`src/hw/rtl/spq_pkg.sv`:
```
package spq_pkg;

    localparam logic OP_INSERT = 1'b0;
    localparam logic OP_POP    = 1'b1;

    localparam logic [1:0] STAT_INSERTED = 2'd0;
    localparam logic [1:0] STAT_POPPED   = 2'd1;
    localparam logic [1:0] STAT_EMPTY    = 2'd2;
    localparam logic [1:0] STAT_FULL     = 2'd3;

    localparam int PRIO_W = 16;
    localparam int DATA_W = 32;
    localparam int DEST_W = 8;

    typedef struct packed {
        logic ins;
        logic pop;
    } spq_cmd_t;

endpackage

```
`src/hw/rtl/spq_ctrl.sv`:
```
module spq_ctrl
    import spq_pkg::*;
(
    input  logic     clk,
    input  logic     rst_n,
    input  logic     s_tvalid,
    input  logic     op,
    input  logic     m_tready,
    output logic     s_tready,
    output logic     m_tvalid,
    output spq_cmd_t cmd
);

    localparam logic ST_IDLE = 1'b0;
    localparam logic ST_HOLD = 1'b1;

    logic state_reg;
    logic state_next;
    logic accept;

    always_comb
    begin
        unique case (state_reg)
            ST_IDLE: s_tready = 1'b1;
            ST_HOLD: s_tready = m_tready;
            default: s_tready = 1'b0;
        endcase
    end

    assign accept   = s_tvalid && s_tready;
    assign m_tvalid = (state_reg == ST_HOLD);
    assign cmd.ins  = accept && (op == OP_INSERT);
    assign cmd.pop  = accept && (op == OP_POP);

    always_comb
    begin
        state_next = state_reg;
        if (accept)
        begin
            state_next = ST_HOLD;
        end
        else if (m_tready)
        begin
            state_next = ST_IDLE;
        end
    end

    always_ff @(posedge clk or negedge rst_n)
    begin
        if (!rst_n)
        begin
            state_reg <= ST_IDLE;
        end
        else
        begin
            state_reg <= state_next;
        end
    end

endmodule

```
`src/hw/rtl/spq_datapath.sv`:
```
module spq_datapath
    import spq_pkg::*;
#(
    parameter int DEPTH         = 16,
    parameter int PRIORITY_BITS = 16,
    parameter int PAYLOAD_BITS  = 32
)
(
    input  logic              clk,
    input  logic              rst_n,
    input  spq_cmd_t          cmd,
    input  logic [PRIO_W-1:0] in_prio,
    input  logic [DATA_W-1:0] in_payload,
    input  logic [DEST_W-1:0] in_dest,
    output logic [1:0]        out_status,
    output logic [PRIO_W-1:0] out_prio,
    output logic [DATA_W-1:0] out_payload,
    output logic [DEST_W-1:0] out_dest
);

    localparam int CNT_W = $clog2(DEPTH + 1);

    logic [PRIORITY_BITS-1:0] prio_reg    [DEPTH];
    logic [PAYLOAD_BITS-1:0]  payload_reg [DEPTH];
    logic [DEST_W-1:0]        dest_reg    [DEPTH];
    logic [PRIORITY_BITS-1:0] prio_next    [DEPTH];
    logic [PAYLOAD_BITS-1:0]  payload_next [DEPTH];
    logic [DEST_W-1:0]        dest_next    [DEPTH];
    logic [DEPTH-1:0]         wr;
    logic [DEPTH-1:0]         le;

    logic [CNT_W-1:0]         count_reg;
    logic [CNT_W-1:0]         count_next;
    logic                     full;
    logic                     empty;
    logic                     do_ins;
    logic                     do_pop;
    logic [PRIORITY_BITS-1:0] new_prio;
    logic [PAYLOAD_BITS-1:0]  new_payload;

    logic [1:0]               status_reg;
    logic [1:0]               status_next;
    logic [PRIO_W-1:0]        oprio_reg;
    logic [PRIO_W-1:0]        oprio_next;
    logic [DATA_W-1:0]        opayload_reg;
    logic [DATA_W-1:0]        opayload_next;
    logic [DEST_W-1:0]        odest_reg;
    logic [DEST_W-1:0]        odest_next;

    assign full        = (count_reg == CNT_W'(DEPTH));
    assign empty       = (count_reg == '0);
    assign do_ins      = cmd.ins && !full;
    assign do_pop      = cmd.pop && !empty;
    assign new_prio    = PRIORITY_BITS'(in_prio);
    assign new_payload = PAYLOAD_BITS'(in_payload);

    // one cell per slot, sorted with the head in slot 0
    for (genvar i = 0; i < DEPTH; i++)
    begin : g_cell
        logic prev_le;

        assign le[i] = (CNT_W'(i) < count_reg) && (prio_reg[i] <= new_prio);

        if (i == 0)
        begin : g_head
            assign prev_le = 1'b1;
        end
        else
        begin : g_body
            assign prev_le = le[i-1];
        end

        always_comb
        begin
            wr[i]           = 1'b0;
            prio_next[i]    = prio_reg[i];
            payload_next[i] = payload_reg[i];
            dest_next[i]    = dest_reg[i];
            if (do_ins && !le[i])
            begin
                wr[i] = 1'b1;
                if (prev_le)
                begin
                    prio_next[i]    = new_prio;
                    payload_next[i] = new_payload;
                    dest_next[i]    = in_dest;
                end
                else
                begin
                    prio_next[i]    = prio_reg[(i == 0) ? 0 : i-1];
                    payload_next[i] = payload_reg[(i == 0) ? 0 : i-1];
                    dest_next[i]    = dest_reg[(i == 0) ? 0 : i-1];
                end
            end
            else if (do_pop && (i < DEPTH - 1))
            begin
                wr[i]           = 1'b1;
                prio_next[i]    = prio_reg[(i < DEPTH - 1) ? i+1 : i];
                payload_next[i] = payload_reg[(i < DEPTH - 1) ? i+1 : i];
                dest_next[i]    = dest_reg[(i < DEPTH - 1) ? i+1 : i];
            end
        end

        always_ff @(posedge clk)
        begin
            if (wr[i])
            begin
                prio_reg[i]    <= prio_next[i];
                payload_reg[i] <= payload_next[i];
                dest_reg[i]    <= dest_next[i];
            end
        end
    end

    always_comb
    begin
        count_next    = count_reg;
        status_next   = status_reg;
        oprio_next    = oprio_reg;
        opayload_next = opayload_reg;
        odest_next    = odest_reg;
        if (cmd.ins || cmd.pop)
        begin
            oprio_next    = '0;
            opayload_next = '0;
            odest_next    = '0;
        end
        if (cmd.ins)
        begin
            status_next = full ? STAT_FULL : STAT_INSERTED;
            if (!full)
            begin
                count_next = count_reg + 1'b1;
            end
        end
        else if (cmd.pop)
        begin
            status_next = empty ? STAT_EMPTY : STAT_POPPED;
            if (!empty)
            begin
                count_next    = count_reg - 1'b1;
                oprio_next    = PRIO_W'(prio_reg[0]);
                opayload_next = DATA_W'(payload_reg[0]);
                odest_next    = dest_reg[0];
            end
        end
    end

    always_ff @(posedge clk or negedge rst_n)
    begin
        if (!rst_n)
        begin
            count_reg <= '0;
        end
        else
        begin
            count_reg <= count_next;
        end
    end

    always_ff @(posedge clk)
    begin
        status_reg   <= status_next;
        oprio_reg    <= oprio_next;
        opayload_reg <= opayload_next;
        odest_reg    <= odest_next;
    end

    assign out_status  = status_reg;
    assign out_prio    = oprio_reg;
    assign out_payload = opayload_reg;
    assign out_dest    = odest_reg;

endmodule

```
`src/hw/rtl/stable_priority_queue_core.sv`:
```
// stable sorted priority queue, smallest priority leaves first, ties in arrival order
// s_* channel: one beat per command; s_tuser selects insert or pop,
//   s_tdata carries priority, payload and destination of an insert
// m_* channel: exactly one result beat per command; m_tuser gives the status
//   (inserted, popped, empty on pop, full and insert dropped), m_tdata the
//   popped entry or zero
// latency: the result beat is valid in the cycle after the command is taken
// throughput: one command per cycle while m_tready is high; every cell of the sorted
//   register array compares its priority against the new key in parallel, so an
//   insert or a pop finishes at its accept edge
// the store holds DEPTH entries; an insert into a full store is dropped
// stall: the result sits in an output register; while the receiver holds
//   m_tready low, s_tready is low too, and a new command is taken in the same
//   cycle the waiting result leaves
// reset: the store is emptied at once and both channels go idle; no clearing
//   pass is needed
module stable_priority_queue_core
    import spq_pkg::*;
#(
    parameter int DEPTH         = 16,
    parameter int PRIORITY_BITS = 16,
    parameter int PAYLOAD_BITS  = 32
)
(
    input  logic        clk,
    input  logic        rst_n,
    input  logic        s_tvalid,
    output logic        s_tready,
    input  logic [55:0] s_tdata,   // entry_priority, entry_payload, entry_destination
    input  logic [0:0]  s_tuser,   // operation
    output logic        m_tvalid,
    input  logic        m_tready,
    output logic [55:0] m_tdata,   // out_priority, out_payload, out_destination
    output logic [1:0]  m_tuser    // status
);

    spq_cmd_t          cmd;
    logic [1:0]        out_status;
    logic [PRIO_W-1:0] out_prio;
    logic [DATA_W-1:0] out_payload;
    logic [DEST_W-1:0] out_dest;

    spq_ctrl u_ctrl
    (
        .clk      (clk),
        .rst_n    (rst_n),
        .s_tvalid (s_tvalid),
        .op       (s_tuser[0]),
        .m_tready (m_tready),
        .s_tready (s_tready),
        .m_tvalid (m_tvalid),
        .cmd      (cmd)
    );

    spq_datapath #(
        .DEPTH         (DEPTH),
        .PRIORITY_BITS (PRIORITY_BITS),
        .PAYLOAD_BITS  (PAYLOAD_BITS)
    ) u_datapath
    (
        .clk         (clk),
        .rst_n       (rst_n),
        .cmd         (cmd),
        .in_prio     (s_tdata[15:0]),
        .in_payload  (s_tdata[47:16]),
        .in_dest     (s_tdata[55:48]),
        .out_status  (out_status),
        .out_prio    (out_prio),
        .out_payload (out_payload),
        .out_dest    (out_dest)
    );

    assign m_tdata = {out_dest, out_payload, out_prio};
    assign m_tuser = out_status;

endmodule

```
`config.mk`:
```
export PLATFORM = sky130hd
export DESIGN_NAME = stable_priority_queue_core
export DESIGN_NICKNAME = d
export VERILOG_FILES = /design/src/hw/rtl/spq_pkg.sv /design/src/hw/rtl/spq_ctrl.sv /design/src/hw/rtl/spq_datapath.sv /design/src/hw/rtl/stable_priority_queue_core.sv
export SDC_FILE = /design/constraint.sdc
export NUM_CORES = 2
export LEC_CHECK = 0
export ABC_AREA = 0
export BUFFER_PORTS_ARGS = -buffer_cell sky130_fd_sc_hd__buf_2
export CORE_MARGIN = 10
export CORE_UTILIZATION = 40
export CTS_CLUSTER_SIZE = 30
export DETAILED_ROUTE_END_ITERATION = 8
export RECOVER_POWER = 50
export SYNTH_ARGS = -nofsm -noshare
export SYNTH_HDL_FRONTEND = slang
export SYNTH_SLANG_ARGS = --single-unit
export TNS_END_PERCENT = 20
```
`constraint.sdc`:
```
create_clock -name clk -period 7.8 [get_ports clk]
set_input_delay 0.39 -clock clk [delete_from_list [all_inputs] [get_ports clk]]
set_output_delay 0.39 -clock clk [all_outputs]
set_load 0.05 [all_outputs]
```
After elaboration in Yosys (flattened, before gate mapping). Memories as Yosys holds them, arrays and structs flattened. Cells that the tools add are included.

Add/subtract/negate cells: 2. Order comparisons: 32. Eq/ne operators: 3. Mux-type cells: 210. Bitwise gates (word level): 2. Reductions and logical operators: 60.

Operators by type and width (count): $mux 32 (50); $mux 16 (50); $mux 8 (50); $le 16x16->1 (16); $mux 1 (51); $lt 4x5->1 const A (8); $logic_and 1x1->1 (37); $lt 3x5->1 const A (4); $mux 5 (4); $logic_not 1->1 (18); $lt 1x5->1 const A (2); $lt 2x5->1 const A (2); $mux 2 (4); $add 5x1->5 const B (1); $eq 5x5->1 const B (1); $logic_not 5->1 (1); $sub 5x1->5 const B (1); $reduce_bool 2->1 (2); $reduce_and 3->1 (1); $ne 2x1->1 const B (1); $ne 2x2->1 const B (1); $not 1->1 (2); $pmux 1 s2 (1); $logic_or 1x1->1 (1).

Register bits after elaboration: 64. Memory bits (writable): 896. Input bits: 61. Logic and storage cells: 318. Memories: 3.

Memory list: u_datapath.payload_reg (depth 16, bits a word 32, rd ports 16, clocked after memory_dff 0, wr ports 16, RTL line spq_datapath.sv:24) `logic [PAYLOAD_BITS-1:0] payload_reg [DEPTH];`; u_datapath.prio_reg (depth 16, bits a word 16, rd ports 16, clocked after memory_dff 0, wr ports 16, RTL line spq_datapath.sv:23) `logic [PRIORITY_BITS-1:0] prio_reg [DEPTH];`; u_datapath.dest_reg (depth 16, bits a word 8, rd ports 16, clocked after memory_dff 0, wr ports 16, RTL line spq_datapath.sv:25) `logic [DEST_W-1:0] dest_reg [DEPTH];`.

Depth between registers and ports, before layout.
Depth in word-level cells: 9. Mapped depth: 13.

Modules after synthesis. From an unflattened synthesis, not the netlist that was laid out.

Cells, all modules: 4897. Area total of the unflattened synthesis: 52415.3 sq um.

Modules (own cells, without submodules): spq_datapath (instances 1, cells an instance 4892, area each 52355.2 sq um, seq. area each 28212.1 sq um); spq_ctrl (instances 1, cells an instance 5, area each 60.1 sq um, seq. area each 25.0 sq um).

Least setup slack after synthesis. No wires, ideal clock.

Path type: register to register. Start point: register u_ctrl.state_reg, in the netlist u_ctrl.m_tvalid. End point: memory u_datapath.dest_reg[15][0], in the netlist u_datapath.dest_reg[3][24], enable pin. Setup time: 0.554 ns. Arrival time: 6.169 ns. Slack: 1.077 ns. Stages on the path, launching flop included: 8. Buffers on the path: 2. Clock period less this slack: 6.723 ns. Path through: dfrtp_1 -> nand2b_1 -> nand2_1 -> inv_1 -> nand2_1 -> clkbuf_1 -> clkbuf_1 -> a211oi_1.

RTL lines: start: declaration (RTL line spq_ctrl.sv:17) `logic state_reg;`; start signal: assignment (RTL line spq_ctrl.sv:56) `state_reg <= state_next;`; end: declaration (RTL line spq_datapath.sv:25).

==> summary.md <==
| Metric | Value |
|---|---|
| Critical path required time | `8240 ps` |
| Final Non-Filler Cells | `6729` |
| Die area | `146000 um2` |
| Status | `finished, violations left` |
| First-pass GRT wire length | `251 mm` |
| Core Area | `130000 um2` |
| Pin count of the biggest net entering global routing | `97` |
| P_leak | `22.1 nW` |
| Post-route DRC violation count | `0` |
| CP Launch Type | `input port` |
| Syn. warnings | `0` |
| Synthesized netlist cell count | `4974` |
| Post-route minimum period | `6360 ps` |
| CTS buffer count | `109` |
| Starting Density | `40.4%` |
| Placement Rows | `132` |
| Combinational Power Share | `29.2%` |
| DR pass1 iterations | `5` |
| Area delta synth->final | `10.5%` |
| Switching Fraction | `35.2%` |
| # fillers | `12.2k` |
| Vias | `39.8k` |
| Register area | `28200 um2` |
| Max reg flops | `512` |
| Vias/cell | `5.91` |
| PortBufs | `120` |
| Ranking of synthesized cells by area | `edfxtp_1 (52%), mux2i_1 (9.4%), ha_1 (6.2%)` |
| Sequential share of power | `40.8%` |
| Post-route ant nets | `0` |
| RSZ-0062 raised after global routing | `no` |
| Layout cells sized above 1 | `8.78%` |
| Final slew viol count | `907` |
| Initial drt markers | `3416` |
| Final period util | `81.6%` |
| Register area share after synthesis | `54.0%` |
| Leading area contributor after synthesis | `edfxtp_1` |
| Mean post-synth cell area | `10.5 um2` |
| Reg2Reg Depth | `6` |
| Worst vdd ir | `0.000209 V` |
| Worst setup path category | `input port to flip-flop` |
| Setup violations, final | `0` |
| Grt total ovfl | `0` |
| Post-synth ARST share | `0.625%` |
| ANT cells | `0` |
| Setup crit end kind | `flip-flop` |
| Clock transition at the registers of the reported paths | `60 ps` |
| DIE WIDTH | `382 um` |
| H-tree Lvls | `3` |
| Min-Delay Path Depth | `3` |
| Post-CTS setup buffer count | `0` |
| CTS tree | `yes` |
| WP data arrival | `6800 ps` |
| Syn Nets | `5294` |
| Critical Path Fanout Max | `31` |
| DP Cell Count | `6518` |
| Area of the multi-input gates | `22500 um2` |
| Cts repair resizes | `0` |
| Initial antenna violation count | `6` |
| Core Util, Final | `44.6%` |
| IO Count | `121` |
| Worst Skew | `46.0 ps` |
| Max-slew headroom | `-100%` |
| Synthesized area | `52300 um2` |
| Setup_tns | `0 ps` |
| Total wire length | `167 mm` |
| Clock network fraction of total power | `30.0%` |
| Violated checks | `capacitance limit, slew limit` |
| Die height | `382 um` |
| Ys flop type | `edfxtp_1` |
| Fmax | `0.157 GHz` |
| CTS Buffer Depth | `3` |
| Clk sinks | `960` |
| Synth unique cells | `61` |
| Cell-internal power | `11.5 mW` |
| Tot GR Track Use | `22.1%` |
| Post-synth top area share | `51.5%` |
| Slew of the pin with the lowest slew margin | `3010 ps` |
| DP HPWL | `107 mm` |
| Vias in the first global route | `39.4k` |
| Worst Hold Slack | `155 ps` |
| Max cap viols | `24` |
| Root buffer cell | `clkbuf_16` |
| Fin nets | `5212` |
| Number of synthesized flops with an enable pin | `898` |
| Worst-Skew Late Latency | `770 ps` |
| Psw | `6.25 mW` |
| Cell Pwr Density | `308 nW/um2` |
| #FFs+latches synth | `960` |
| Worst hold-check path type | `input port to flip-flop` |
| DR WL/cell | `24.8 um` |
| RePlAce Congestion | `0.921` |
| Final Power | `17.8 mW` |
| Final Hold Violating Endpoints | `0` |
## stage by stage
step,worst slack [ps],cell area (um2)
final,1440,57800
after detailed placement,2300,54400
after floorplan,1080,52300
after CTS,2700,58100
after global placement,2360,54400
after global routing,1200,57800
## placed cells by master (no fill, tap or decap), types with 17 or more instances in the layout
master     instances
clkbuf_16        110
clkinv_2          23
nand2_1          803
edfxtp_1         898
clkbuf_1          99
dfxtp_1           56
a21o_1            17
nor3_1            27
mux2_2           111
a21oi_1          455
a31oi_1          286
ha_1             259
nand4_1           43
nor2_1           549
mux2i_1          491
buf_4             56
nor4_1            17
inv_1             44
buf_2             58
a22o_1            55
o21ai_0          318
## repair_timing
item,CTS,global route
endpoints found under the hold margin,8,0
setup endpoints to repair,0,0
hold buffers,5,0
## final cells by class
class / count / area share [%]
flip-flops and latches: 960 / 48.9
multi-input cells: 3580 / 38.9
clock buffers: 152 / 5.21
well taps: 1742 / 3.77
repair buffers: 197 / 1.87
clock inverters: 54 / 1.12
inverters: 44 / 0.286
## synthesized netlist by cell type (4+ instances only)
library cell	instances
a211o_1	4
ha_1	259
o211ai_1	6
or4_1	6
dfxtp_1	56
a21oi_1	456
a211oi_1	9
nand3_1	12
a21o_1	17
inv_1	44
o21ai_0	319
mux2i_1	491
nor2_1	553
nand4_1	43
dfrtp_1	6
nand2_1	811
or2_2	11
buf_4	8
o211a_1	4
buf_2	74
o21a_1	7
a22o_1	55
a31oi_1	287
nor3_1	28
clkbuf_1	274
nor3b_1	6
nor2b_1	10
a21boi_0	5
mux2_2	112
edfxtp_1	898
nor4_1	17
and2_1	9
buf_1	31
## path summary, 6_finish.rpt
| kind | start | endpoint | slack [ps] |
|---|---|---|---|
| worst max-delay path | s_tdata[12] | u_datapath.payload_reg[13][13] | 1440 |
| worst min-delay path | s_tdata[45] | u_datapath.payload_reg[12][29] | 150 |
| worst max register to register | u_ctrl.m_tvalid | u_datapath.payload_reg[12][31] | 1820 |
| worst min register to register | u_datapath.out_prio[1] | u_datapath.out_prio[1] | 480 |
| max in group asynchronous | rst_n | u_ctrl.m_tvalid | 6800 |
| min in group asynchronous | rst_n | u_datapath.count_reg[4] | 680 |
## critical path, cell delays in order
cell      delay, ps
clkbuf_1        560
inv_1           590
ha_1            470
nand4_1         270
nor4_1          460
or4b_2          690
o21ai_4         100
clkbuf_1       2000
buf_4           830
mux2i_1         290
a21oi_1         100
## routing by layer
| metal | track usage [%] | vias to the layer above | routed length (um) |
|---|---|---|---|
| met5 | 0 | - | 51 |
| met2 | 35.4 | 1578 | 75700 |
| met4 | 7.19 | 8 | 5300 |
| li1 | - | 18100 | - |
| met3 | 3.49 | 270 | 11800 |
| met1 | 30.3 | 19800 | 74000 |
## power by group through the flow
| stage | registers, mW | logic (mW) | clock network [mW] |
|---|---|---|---|
| 2_1_floorplan | 7.25 | 3.48 | 0 |
| 3_3_place_gp | 7.32 | 5.02 | 0 |
| 3_5_place_dp | 7.32 | 5.11 | 0 |
| 4_1_cts | 7.22 | 5.13 | 5.42 |
| 5_1_grt | 7.31 | 5.63 | 5.61 |
| 6_report | 7.24 | 5.19 | 5.34 |
## cell families (layout without fill, tap and decap cells)
logic type / after synthesis / after routing / synth area share [%]
muxes: 603 / 603 / 11.8
and+or+nand+nor: 1522 / 1522 / 11.7
AOI/OAI and AO/OA: 1192 / 1192 / 12.9
DFF: 960 / 960 / 54.0
xor gates and xnor gates: 4 / 4 / 0.0670
buffers and inverters: 434 / 447 / 3.39
adders and majority gates: 259 / 259 / 6.19
Power figures use the tool's default switching activity.
